[src/rtl/core/bat_pkg.sv]
package bat_pkg;

   // window geometry
   localparam int WIN_DEPTH = 32;
   localparam int PTR_W     = (WIN_DEPTH > 1) ? $clog2(WIN_DEPTH) : 1;
   localparam int CNT_W     = $clog2(WIN_DEPTH + 1);

   // sample and ratio format
   localparam int EAR_W     = 16;
   localparam int RATIO_W   = 16;
   localparam int FRAC_BITS = 14;
   localparam logic [RATIO_W-1:0] RATIO_RESET = 16'd12288;

   // datapath widths
   localparam int SUM_W  = EAR_W + CNT_W;
   localparam int LHS_W  = EAR_W + CNT_W;
   localparam int RHS_W  = SUM_W + RATIO_W;
   localparam int SHL_W  = LHS_W + FRAC_BITS;
   localparam int CMP_W  = (SHL_W > RHS_W) ? SHL_W : RHS_W;

   typedef logic [EAR_W-1:0] ear_type;
   typedef logic [PTR_W-1:0] ptr_type;
   typedef logic [CNT_W-1:0] cnt_type;
   typedef logic [SUM_W-1:0] sum_type;

endpackage

[src/rtl/core/blink_adaptive_threshold.sv]
// an accepted item is registered in stage 1, then stage 2, then stage 3, which drives rsp
// throughput: one item per cycle when not stalled; the window is a flop register
//   file with one read and one write at the ring pointer in the accept cycle
// back pressure stalls only the stages that are full, so bubbles are squeezed out
// reset (synchronous, active high) clears the fill count, ring pointer, running sum
//   and all valid flags, and sets ratio to 0.75; window entries are left as they are
module blink_adaptive_threshold (
   input  logic                         clock,
   input  logic                         reset,
   input  logic                         req_valid,
   output logic                         req_ready,
   input  logic [bat_pkg::EAR_W-1:0]    req_ear_sample,
   output logic                         rsp_valid,
   input  logic                         rsp_ready,
   output logic                         rsp_closed,
   input  logic                         csr_wr_en,
   input  logic [bat_pkg::RATIO_W-1:0]  csr_ratio
);

   // ---------------------------------------------------------------
   // configuration register
   // ---------------------------------------------------------------
   logic [bat_pkg::RATIO_W-1:0] ratio_ff;

   always_ff @(posedge clock) begin
      if (reset) begin
         ratio_ff <= bat_pkg::RATIO_RESET;
      end else if (csr_wr_en) begin
         ratio_ff <= csr_ratio;
      end
   end

   // ---------------------------------------------------------------
   // pipeline flow control: a stage takes an item when it is empty
   // or when its current item moves on in the same cycle
   // ---------------------------------------------------------------
   logic s1_valid_ff;
   logic s2_valid_ff;
   logic rsp_valid_ff;
   logic s3_open;
   logic s2_open;
   logic s1_open;
   logic req_take;

   assign s3_open   = !rsp_valid_ff || rsp_ready;
   assign s2_open   = !s2_valid_ff || s3_open;
   assign s1_open   = !s1_valid_ff || s2_open;
   assign req_ready = s1_open;
   assign req_take  = req_valid && s1_open;

   // ---------------------------------------------------------------
   // window state: ring pointer, fill count, running sum
   // while filling, the ring pointer equals the fill count, so one
   // pointer serves both the append and the replace-oldest cases
   // ---------------------------------------------------------------
   bat_pkg::ear_type window_ff [bat_pkg::WIN_DEPTH];
   bat_pkg::ptr_type ptr_ff,  ptr_in;
   bat_pkg::cnt_type cnt_ff,  cnt_in;
   bat_pkg::sum_type sum_ff,  sum_in;
   bat_pkg::ear_type oldest;
   logic             full;

   assign full   = (cnt_ff == bat_pkg::CNT_W'(bat_pkg::WIN_DEPTH));
   assign oldest = window_ff[ptr_ff];

   always_comb begin
      ptr_in = (ptr_ff == bat_pkg::PTR_W'(bat_pkg::WIN_DEPTH - 1))
               ? '0 : ptr_ff + bat_pkg::PTR_W'(1);
      cnt_in = full ? cnt_ff : cnt_ff + bat_pkg::CNT_W'(1);
      // drop the oldest sample only once the window is full
      sum_in = sum_ff + bat_pkg::SUM_W'(req_ear_sample)
               - (full ? bat_pkg::SUM_W'(oldest) : '0);
   end

   always_ff @(posedge clock) begin
      if (reset) begin
         ptr_ff <= '0;
         cnt_ff <= '0;
         sum_ff <= '0;
      end else if (req_take) begin
         ptr_ff <= ptr_in;
         cnt_ff <= cnt_in;
         sum_ff <= sum_in;
      end
   end

   always_ff @(posedge clock) begin
      if (req_take) begin
         window_ff[ptr_ff] <= req_ear_sample;
      end
   end

   // ---------------------------------------------------------------
   // stage 1: snapshot of the sample and the updated count and sum
   // ---------------------------------------------------------------
   bat_pkg::ear_type s1_ear_ff;
   bat_pkg::cnt_type s1_cnt_ff;
   bat_pkg::sum_type s1_sum_ff;

   always_ff @(posedge clock) begin
      if (reset) begin
         s1_valid_ff <= 1'b0;
      end else if (s1_open) begin
         s1_valid_ff <= req_valid;
      end
   end

   always_ff @(posedge clock) begin
      if (req_take) begin
         s1_ear_ff <= req_ear_sample;
         s1_cnt_ff <= cnt_in;
         s1_sum_ff <= sum_in;
      end
   end

   // ---------------------------------------------------------------
   // stage 2: the two products, ear * count and sum * ratio
   // ---------------------------------------------------------------
   logic [bat_pkg::LHS_W-1:0] s2_lhs_ff, s2_lhs_in;
   logic [bat_pkg::RHS_W-1:0] s2_rhs_ff, s2_rhs_in;
   logic                      s1_move;

   assign s1_move   = s1_valid_ff && s2_open;
   assign s2_lhs_in = bat_pkg::LHS_W'(s1_ear_ff) * bat_pkg::LHS_W'(s1_cnt_ff);
   assign s2_rhs_in = bat_pkg::RHS_W'(s1_sum_ff) * bat_pkg::RHS_W'(ratio_ff);

   always_ff @(posedge clock) begin
      if (reset) begin
         s2_valid_ff <= 1'b0;
      end else if (s2_open) begin
         s2_valid_ff <= s1_valid_ff;
      end
   end

   always_ff @(posedge clock) begin
      if (s1_move) begin
         s2_lhs_ff <= s2_lhs_in;
         s2_rhs_ff <= s2_rhs_in;
      end
   end

   // ---------------------------------------------------------------
   // stage 3: exact compare, ear * count * 2^14 < sum * ratio
   // ---------------------------------------------------------------
   logic [bat_pkg::CMP_W-1:0] cmp_lhs;
   logic [bat_pkg::CMP_W-1:0] cmp_rhs;
   logic                      rsp_closed_ff, rsp_closed_in;
   logic                      s2_move;

   assign s2_move       = s2_valid_ff && s3_open;
   assign cmp_lhs       = bat_pkg::CMP_W'({s2_lhs_ff, {bat_pkg::FRAC_BITS{1'b0}}});
   assign cmp_rhs       = bat_pkg::CMP_W'(s2_rhs_ff);
   assign rsp_closed_in = (cmp_lhs < cmp_rhs);

   always_ff @(posedge clock) begin
      if (reset) begin
         rsp_valid_ff <= 1'b0;
      end else if (s3_open) begin
         rsp_valid_ff <= s2_valid_ff;
      end
   end

   always_ff @(posedge clock) begin
      if (s2_move) begin
         rsp_closed_ff <= rsp_closed_in;
      end
   end

   assign rsp_valid  = rsp_valid_ff;
   assign rsp_closed = rsp_closed_ff;

   // ---------------------------------------------------------------
   // assertions
   // ---------------------------------------------------------------

   // fill count never passes the window depth
   assert property (@(posedge clock) disable iff (reset)
      cnt_ff <= bat_pkg::CNT_W'(bat_pkg::WIN_DEPTH))
      else $error("fill count above window depth");

   // while filling, the ring pointer tracks the fill count
   assert property (@(posedge clock) disable iff (reset)
      !full |-> (ptr_ff == bat_pkg::PTR_W'(cnt_ff)))
      else $error("ring pointer out of step with fill count");

   // an empty window holds a zero sum
   assert property (@(posedge clock) disable iff (reset)
      (cnt_ff == '0) |-> (sum_ff == '0))
      else $error("nonzero sum with empty window");

   // an accepted item always lands in stage 1
   assert property (@(posedge clock) disable iff (reset)
      req_take |=> s1_valid_ff)
      else $error("accepted item lost at stage 1");

endmodule
[config.mk]
export PLATFORM = sky130hd
export DESIGN_NAME = blink_adaptive_threshold
export DESIGN_NICKNAME = d
export VERILOG_FILES = /design/src/rtl/core/bat_pkg.sv /design/src/rtl/core/blink_adaptive_threshold.sv
export SDC_FILE = /design/constraint.sdc
export NUM_CORES = 2
export LEC_CHECK = 0
export BUFFER_PORTS_ARGS = -buffer_cell sky130_fd_sc_hd__buf_2
export CORE_UTILIZATION = 60
export CTS_BUF_LIST = sky130_fd_sc_hd__clkbuf_16
export DETAILED_ROUTE_END_ITERATION = 10
export GPL_TIMING_DRIVEN = 0
export HOLD_SLACK_MARGIN = 0.15
export PLACE_DENSITY = 0.76
export SYNTH_ARGS = -nofsm -noshare
export SYNTH_HDL_FRONTEND = slang
export SYNTH_SLANG_ARGS = --single-unit
[constraint.sdc]
create_clock -name clock -period 17.8 [get_ports clock]
set_clock_uncertainty 0.15 [all_clocks]
set_input_delay 1.78 -clock clock [delete_from_list [all_inputs] [get_ports clock]]
set_output_delay 1.78 -clock clock [all_outputs]
set_load 0.02 [all_outputs]
Word level (Yosys, flattened, before mapping)
Memories as Yosys holds them, arrays and structs flattened. A register that Yosys moved wholly into a read port is not among the register bits. Cells that the tools add are included.

Memories kept: 1. Bits in writable memories: 512. Logic and storage cells: 39. Flip-flop bits (word level): 157. Output and inout bits: 3.

Order comparisons: 1. Reduce and logical (&&, ||, !) cells: 9. Add/sub/neg operators: 4. Multiplexer cells: 7. Eq/ne operators: 2. Multiply operators: 2.

Memory list: window_ff (depth 32, bits a word 16, read ports 1, clocked after Yosys merged registers in 1, write ports 1, RTL line blink_adaptive_threshold.sv:56) `bat_pkg::ear_type window_ff [bat_pkg::WIN_DEPTH];`.

Operator list (count): $lt 36x38->1 (1); $mul 22x16->38 (1); $add 22x16->22 (1); $mul 16x6->22 (1); $sub 22x16->22 (1); $mux 16 (1); $mux 5 (3); $add 6x1->6 const B (1); $eq 6x6->1 const B (1); $mux 6 (1); $add 5x1->5 const B (1); $eq 5x5->1 const B (1); $logic_and 1x1->1 (3); $logic_not 1->1 (3); $logic_or 1x1->1 (3); $mux 1 (2).

Depth between registers and ports, before layout
Word-level depth: 7. Depth in mapped cells: 24. Depth with buffers taken out: 23.

Worst setup path before layout
Ideal clock, no wire load.

Path kind: in2reg. From: input port rsp_ready. To: register s2_rhs_ff (netlist bit cmp_rhs[0]), enable pin. Data arrival time: 6240 ps. Path slack: 10841 ps. Setup time: 570 ps. Cell stages on the path: 2. Buffers on the path: 0. Required time: 17080 ps. Cells stage by stage: nor2b_1 a21boi_0.

Longest elaborated chain between the ends: 3.

Ends and longest elaborated chain: start: declaration (RTL line blink_adaptive_threshold.sv:14) `input logic rsp_ready,`; $logic_or 1x1->1 (RTL line blink_adaptive_threshold.sv:45) `assign s3_open = !rsp_valid_ff || rsp_ready;`; $logic_or 1x1->1 (RTL line blink_adaptive_threshold.sv:46) `assign s2_open = !s2_valid_ff || s3_open;`; $logic_and 1x1->1 (RTL line blink_adaptive_threshold.sv:123) `assign s1_move = s1_valid_ff && s2_open;`; named net s1_move (RTL line blink_adaptive_threshold.sv:121) `logic s1_move;`; end signal: assignment (RTL line blink_adaptive_threshold.sv:138) `s2_rhs_ff <= s2_rhs_in;`; end: declaration (RTL line blink_adaptive_threshold.sv:120) `logic [bat_pkg::RHS_W-1:0] s2_rhs_ff, s2_rhs_in;`.

The timed path passes the listed nets, and every way through them passes these cells. A chain may end at the register's enable or synchronous reset.

Worst setup path after layout
From: register s1_sum_ff[10]. To: register s2_rhs_ff (netlist bit cmp_rhs[29]), data pin.

Longest elaborated chain between the ends: 1.

Ends and longest elaborated chain: start: declaration (RTL line blink_adaptive_threshold.sv:98) `bat_pkg::sum_type s1_sum_ff;`; start signal: assignment (RTL line blink_adaptive_threshold.sv:112) `s1_sum_ff <= sum_in;`; $mul 22x16->38 (RTL line blink_adaptive_threshold.sv:125) `assign s2_rhs_in = bat_pkg::RHS_W'(s1_sum_ff) * bat_pkg::RHS_W'(ratio_ff);`; named net s2_rhs_in (one bit) (RTL line blink_adaptive_threshold.sv:120).

The timed path passes the listed nets, and every way through them passes these cells.

==> flow_summary.rst <==
.. list-table::
   :header-rows: 1

   * - Metric
     - Value
   * - Slew at the pin closest to its max-slew limit
     - 1070 ps
   * - Post-synth top flop
     - sky130_fd_sc_hd__edfxtp_1
   * - Setup-failing EPs final
     - 0
   * - IO Count
     - 40
   * - Port Buf Inserts
     - 38
   * - Max Freq
     - 0.132 GHz
   * - Net count after synthesis
     - 3654
   * - Max Buffers Root-to-Sink
     - 3
   * - Wirelength, routed
     - 101 mm
   * - Critical path fanouts, max
     - 10
   * - Signed area change from the synthesized netlist to the final layout
     - 9.18%
   * - Height of the chip
     - 263 um
   * - Number of global-route vias before repair
     - 26120
   * - Starting density of the core
     - 60.8%
   * - Endpoint required time on the critical path
     - 18060 ps
   * - Iter 0 DRT Violations
     - 2230
   * - Average via count per standard cell
     - 6.02
   * - Share of synthesized area occupied by flip-flops and latches
     - 48.0%
   * - Final Net Count
     - 3772
   * - Post-synth EDFFs
     - 617
   * - Number of CTS-inserted buffers
     - 70
   * - Quantity of hold-fixing buffers added after cts
     - 0
   * - Layout cell share with drive strength beyond 1
     - 10.9%
   * - Routed WL per cell
     - 24.4 um
   * - Initial antenna violation count
     - 2
   * - Std-Cell Rows
     - 95
   * - Fraction of synthesis flops using an asynchronous set or reset pin
     - 0%
   * - Post-Syn Area per Cell
     - 13.3 sq um
   * - 1st-pass router iterations
     - 6
   * - Final number of max-transition violations
     - 0
   * - Root Driver
     - sky130_fd_sc_hd__clkbuf_16
   * - Hold Violations, Final
     - 0
   * - Top-area cell type share of the netlist area
     - 45.2%
   * - RSZ-0062 raised after global routing
     - false
   * - Final Wtd Congestion
     - 0.981
   * - CP Capture Type
     - flop
   * - Total of flip-flops plus latches after synthesis
     - 674
   * - Pin count of the biggest net entering global routing
     - 35
   * - Type of the setup path with the least slack
     - flop to flop
   * - Remaining number of nets flagged by the antenna check after routing
     - 0
   * - Syn Std Cell Area
     - 0.0410 sq mm
   * - Relative slew slack
     - 28.8%
   * - Sink Count
     - 674
   * - Global-route usage over all layers
     - 29.9%
   * - Post-cts repair resize count
     - 0
   * - Global route total overflow
     - 0
   * - Synthesized instance count
     - 3075
   * - Number of post-CTS setup repair buffers
     - 0
   * - Largest area contributor in the synthesized netlist
     - sky130_fd_sc_hd__edfxtp_1
   * - Post-synth cell types
     - 66
   * - Setup Total Neg Slack
     - 0 ps
   * - Worst endpoint data arrival time
     - 7850 ps
   * - Kind of start point of the critical path
     - flop
   * - Clock tree from TritonCTS
     - done
   * - Core box area
     - 0.0674 sq mm
   * - Total number of vias
     - 24815
   * - DRC errors left
     - 0
   * - Die outline width
     - 263 um
   * - Part of the cycle the worst path needs
     - 42.6%
   * - Area enclosed by the die boundary
     - 0.0694 sq mm
   * - Yosys Warn Count
     - 0
   * - Deepest level of the CTS H-tree
     - 3
   * - Max-cap violations
     - 0
   * - Status
     - completed
   * - Skew-Pair Late Insertion Delay
     - 650 ps
   * - Leading post-synthesis cells by cell area
     - sky130_fd_sc_hd__edfxtp_1 45%, sky130_fd_sc_hd__fa_1 17%, sky130_fd_sc_hd__mux4_2 8.8%
   * - HPWL after DPL
     - 71.8 mm
   * - First-pass GRT wire length
     - 154 mm
   * - Period minus WS final
     - 7590 ps
   * - Clk pin slew, worst setup/hold paths
     - 60 ps
   * - Worst min-delay path category
     - flop to flop
cell usage after synthesis, types with 3 or more instances:
| library cell | n |
|---|---|
| sky130_fd_sc_hd__inv_1 | 487 |
| sky130_fd_sc_hd__clkbuf_1 | 103 |
| sky130_fd_sc_hd__nand2_1 | 362 |
| sky130_fd_sc_hd__dfxtp_1 | 57 |
| sky130_fd_sc_hd__a22o_1 | 3 |
| sky130_fd_sc_hd__o31a_1 | 3 |
| sky130_fd_sc_hd__buf_1 | 6 |
| sky130_fd_sc_hd__o21a_1 | 7 |
| sky130_fd_sc_hd__mux4_2 | 160 |
| sky130_fd_sc_hd__nor4_1 | 6 |
| sky130_fd_sc_hd__o31ai_1 | 4 |
| sky130_fd_sc_hd__a31oi_1 | 8 |
| sky130_fd_sc_hd__mux2i_1 | 31 |
| sky130_fd_sc_hd__nand4_1 | 8 |
| sky130_fd_sc_hd__and2_1 | 178 |
| sky130_fd_sc_hd__o21bai_1 | 8 |
| sky130_fd_sc_hd__xor2_1 | 16 |
| sky130_fd_sc_hd__nand3_1 | 16 |
| sky130_fd_sc_hd__o21ai_0 | 43 |
| sky130_fd_sc_hd__ha_1 | 191 |
| sky130_fd_sc_hd__nor2b_1 | 15 |
| sky130_fd_sc_hd__buf_2 | 14 |
| sky130_fd_sc_hd__or3_1 | 5 |
| sky130_fd_sc_hd__and3_1 | 3 |
| sky130_fd_sc_hd__nor3_1 | 12 |
| sky130_fd_sc_hd__o21ai_1 | 8 |
| sky130_fd_sc_hd__a211oi_1 | 10 |
| sky130_fd_sc_hd__a211o_1 | 3 |
| sky130_fd_sc_hd__or4_1 | 6 |
| sky130_fd_sc_hd__and4_1 | 3 |
| sky130_fd_sc_hd__xnor2_1 | 57 |
| sky130_fd_sc_hd__nand3b_1 | 5 |
| sky130_fd_sc_hd__or2_2 | 3 |
| sky130_fd_sc_hd__a21o_1 | 32 |
| sky130_fd_sc_hd__edfxtp_1 | 617 |
| sky130_fd_sc_hd__nor2_1 | 108 |
| sky130_fd_sc_hd__fa_1 | 351 |
| sky130_fd_sc_hd__a21oi_1 | 87 |
placed cells by master, fill, tap and decap left out, types with 87 or more instances in the layout:
master,synthesis,final
sky130_fd_sc_hd__nand2_1,362,362
sky130_fd_sc_hd__a21oi_1,87,87
sky130_fd_sc_hd__inv_1,487,505
sky130_fd_sc_hd__clkbuf_1,103,103
sky130_fd_sc_hd__and2_1,178,178
sky130_fd_sc_hd__edfxtp_1,617,617
sky130_fd_sc_hd__fa_1,351,351
sky130_fd_sc_hd__mux4_2,160,160
sky130_fd_sc_hd__nor2_1,108,89
sky130_fd_sc_hd__ha_1,191,191
through the flow:
step,area [sq um],setup slack (ps),hold WS (ps),instances,utilization [%]
CTS,44800,10230,310,4121,66.4
global route,44800,9860,330,4121,66.4
floorplan,41000,10840,286,3075,-
detailed placement,42400,10230,303,3994,63.0
finish,44800,10210,314,4122,66.4
global placement,42300,9470,293,3986,62.7
state kept, by name, summed over array words and instances, names as in the netlist, named ones only:
| name | count |
|---|---|
| window_ff | 512 |
| cmp_rhs | 38 |
| s1_sum_ff | 22 |
| s2_lhs_ff | 22 |
| sum_ff | 22 |
| ratio_ff | 16 |
| s1_ear_ff | 16 |
| cnt_ff | 6 |
| s1_cnt_ff | 6 |
| ptr_ff | 5 |
| rsp_closed | 1 |
| rsp_valid | 1 |
| s1_valid_ff | 1 |
| s2_valid_ff | 1 |
critical path: stages, from the launching register on:
cell and delay, ps:
sky130_fd_sc_hd__edfxtp_1 690, sky130_fd_sc_hd__clkbuf_1 600, sky130_fd_sc_hd__nand2_1 180, sky130_fd_sc_hd__fa_1 570
sky130_fd_sc_hd__inv_1 50, sky130_fd_sc_hd__fa_1 480, sky130_fd_sc_hd__inv_1 50, sky130_fd_sc_hd__fa_1 510
sky130_fd_sc_hd__inv_1 60, sky130_fd_sc_hd__fa_1 540, sky130_fd_sc_hd__inv_1 50, sky130_fd_sc_hd__fa_1 490
sky130_fd_sc_hd__inv_1 50, sky130_fd_sc_hd__fa_1 490, sky130_fd_sc_hd__ha_1 350, sky130_fd_sc_hd__a21o_1 180
sky130_fd_sc_hd__a21o_1 180, sky130_fd_sc_hd__a21o_1 200, sky130_fd_sc_hd__a221o_1 320, sky130_fd_sc_hd__a21oi_1 320
sky130_fd_sc_hd__o31ai_1 150, sky130_fd_sc_hd__a21oi_2 290, sky130_fd_sc_hd__o21ai_0 150, sky130_fd_sc_hd__xor2_1 310
metal layers:
metal  wire [um]  up-vias  track usage, %
met1       37900    12675            38.1
met5           0        -               0
met4        5530        0            15.2
li1            -    10708               -
met2       50200     1162            50.2
met3        6920      270            4.77
logic make-up (layout without fill, tap and decap cells):
logic type / Yosys count / count (layout) / share of synthesized area [%]
AND/OR/NAND/NOR: 739 / 739 / 8.42
other: 0 / 1 / 0
multiplexers: 192 / 192 / 9.57
buffers and inverters: 610 / 783 / 5.63
XOR/XNOR: 73 / 73 / 1.56
flip-flops: 674 / 674 / 48.0
adder cells (fa/ha/maj): 542 / 542 / 23.0
AO/OA/AOI/OAI: 245 / 245 / 3.88
final cells by class:
| cell class | count | area, sq um |
|---|---|---|
| inverters | 487 | 1830 |
| fillers | 4735 | 22600 |
| repair buffers | 46 | 294 |
| clock buffers | 70 | 1750 |
| multi-input cells | 1791 | 19100 |
| diodes | 1 | 2.50 |
| flip-flops and latches | 674 | 19700 |
| clock inverters | 57 | 563 |
| plain buffers | 123 | 480 |
| well taps | 873 | 1090 |
worst paths after layout:
check,startpoint,endpoint,slack (ps),cells after the start
worst max-delay path,s1_sum_ff[10]$_DFFE_PP_,cmp_rhs[29]$_DFFE_PP_,10210,23
worst min register to register,sum_ff[7]$_SDFFE_PP0P_,sum_ff[7]$_SDFFE_PP0P_,310,2
worst min-delay path,sum_ff[7]$_SDFFE_PP0P_,sum_ff[7]$_SDFFE_PP0P_,310,2
worst max register to register,s1_sum_ff[10]$_DFFE_PP_,cmp_rhs[29]$_DFFE_PP_,10210,23
Power is not shown: default switching activity piles up to over one toggle a cycle in this logic, so the estimate is an artifact.
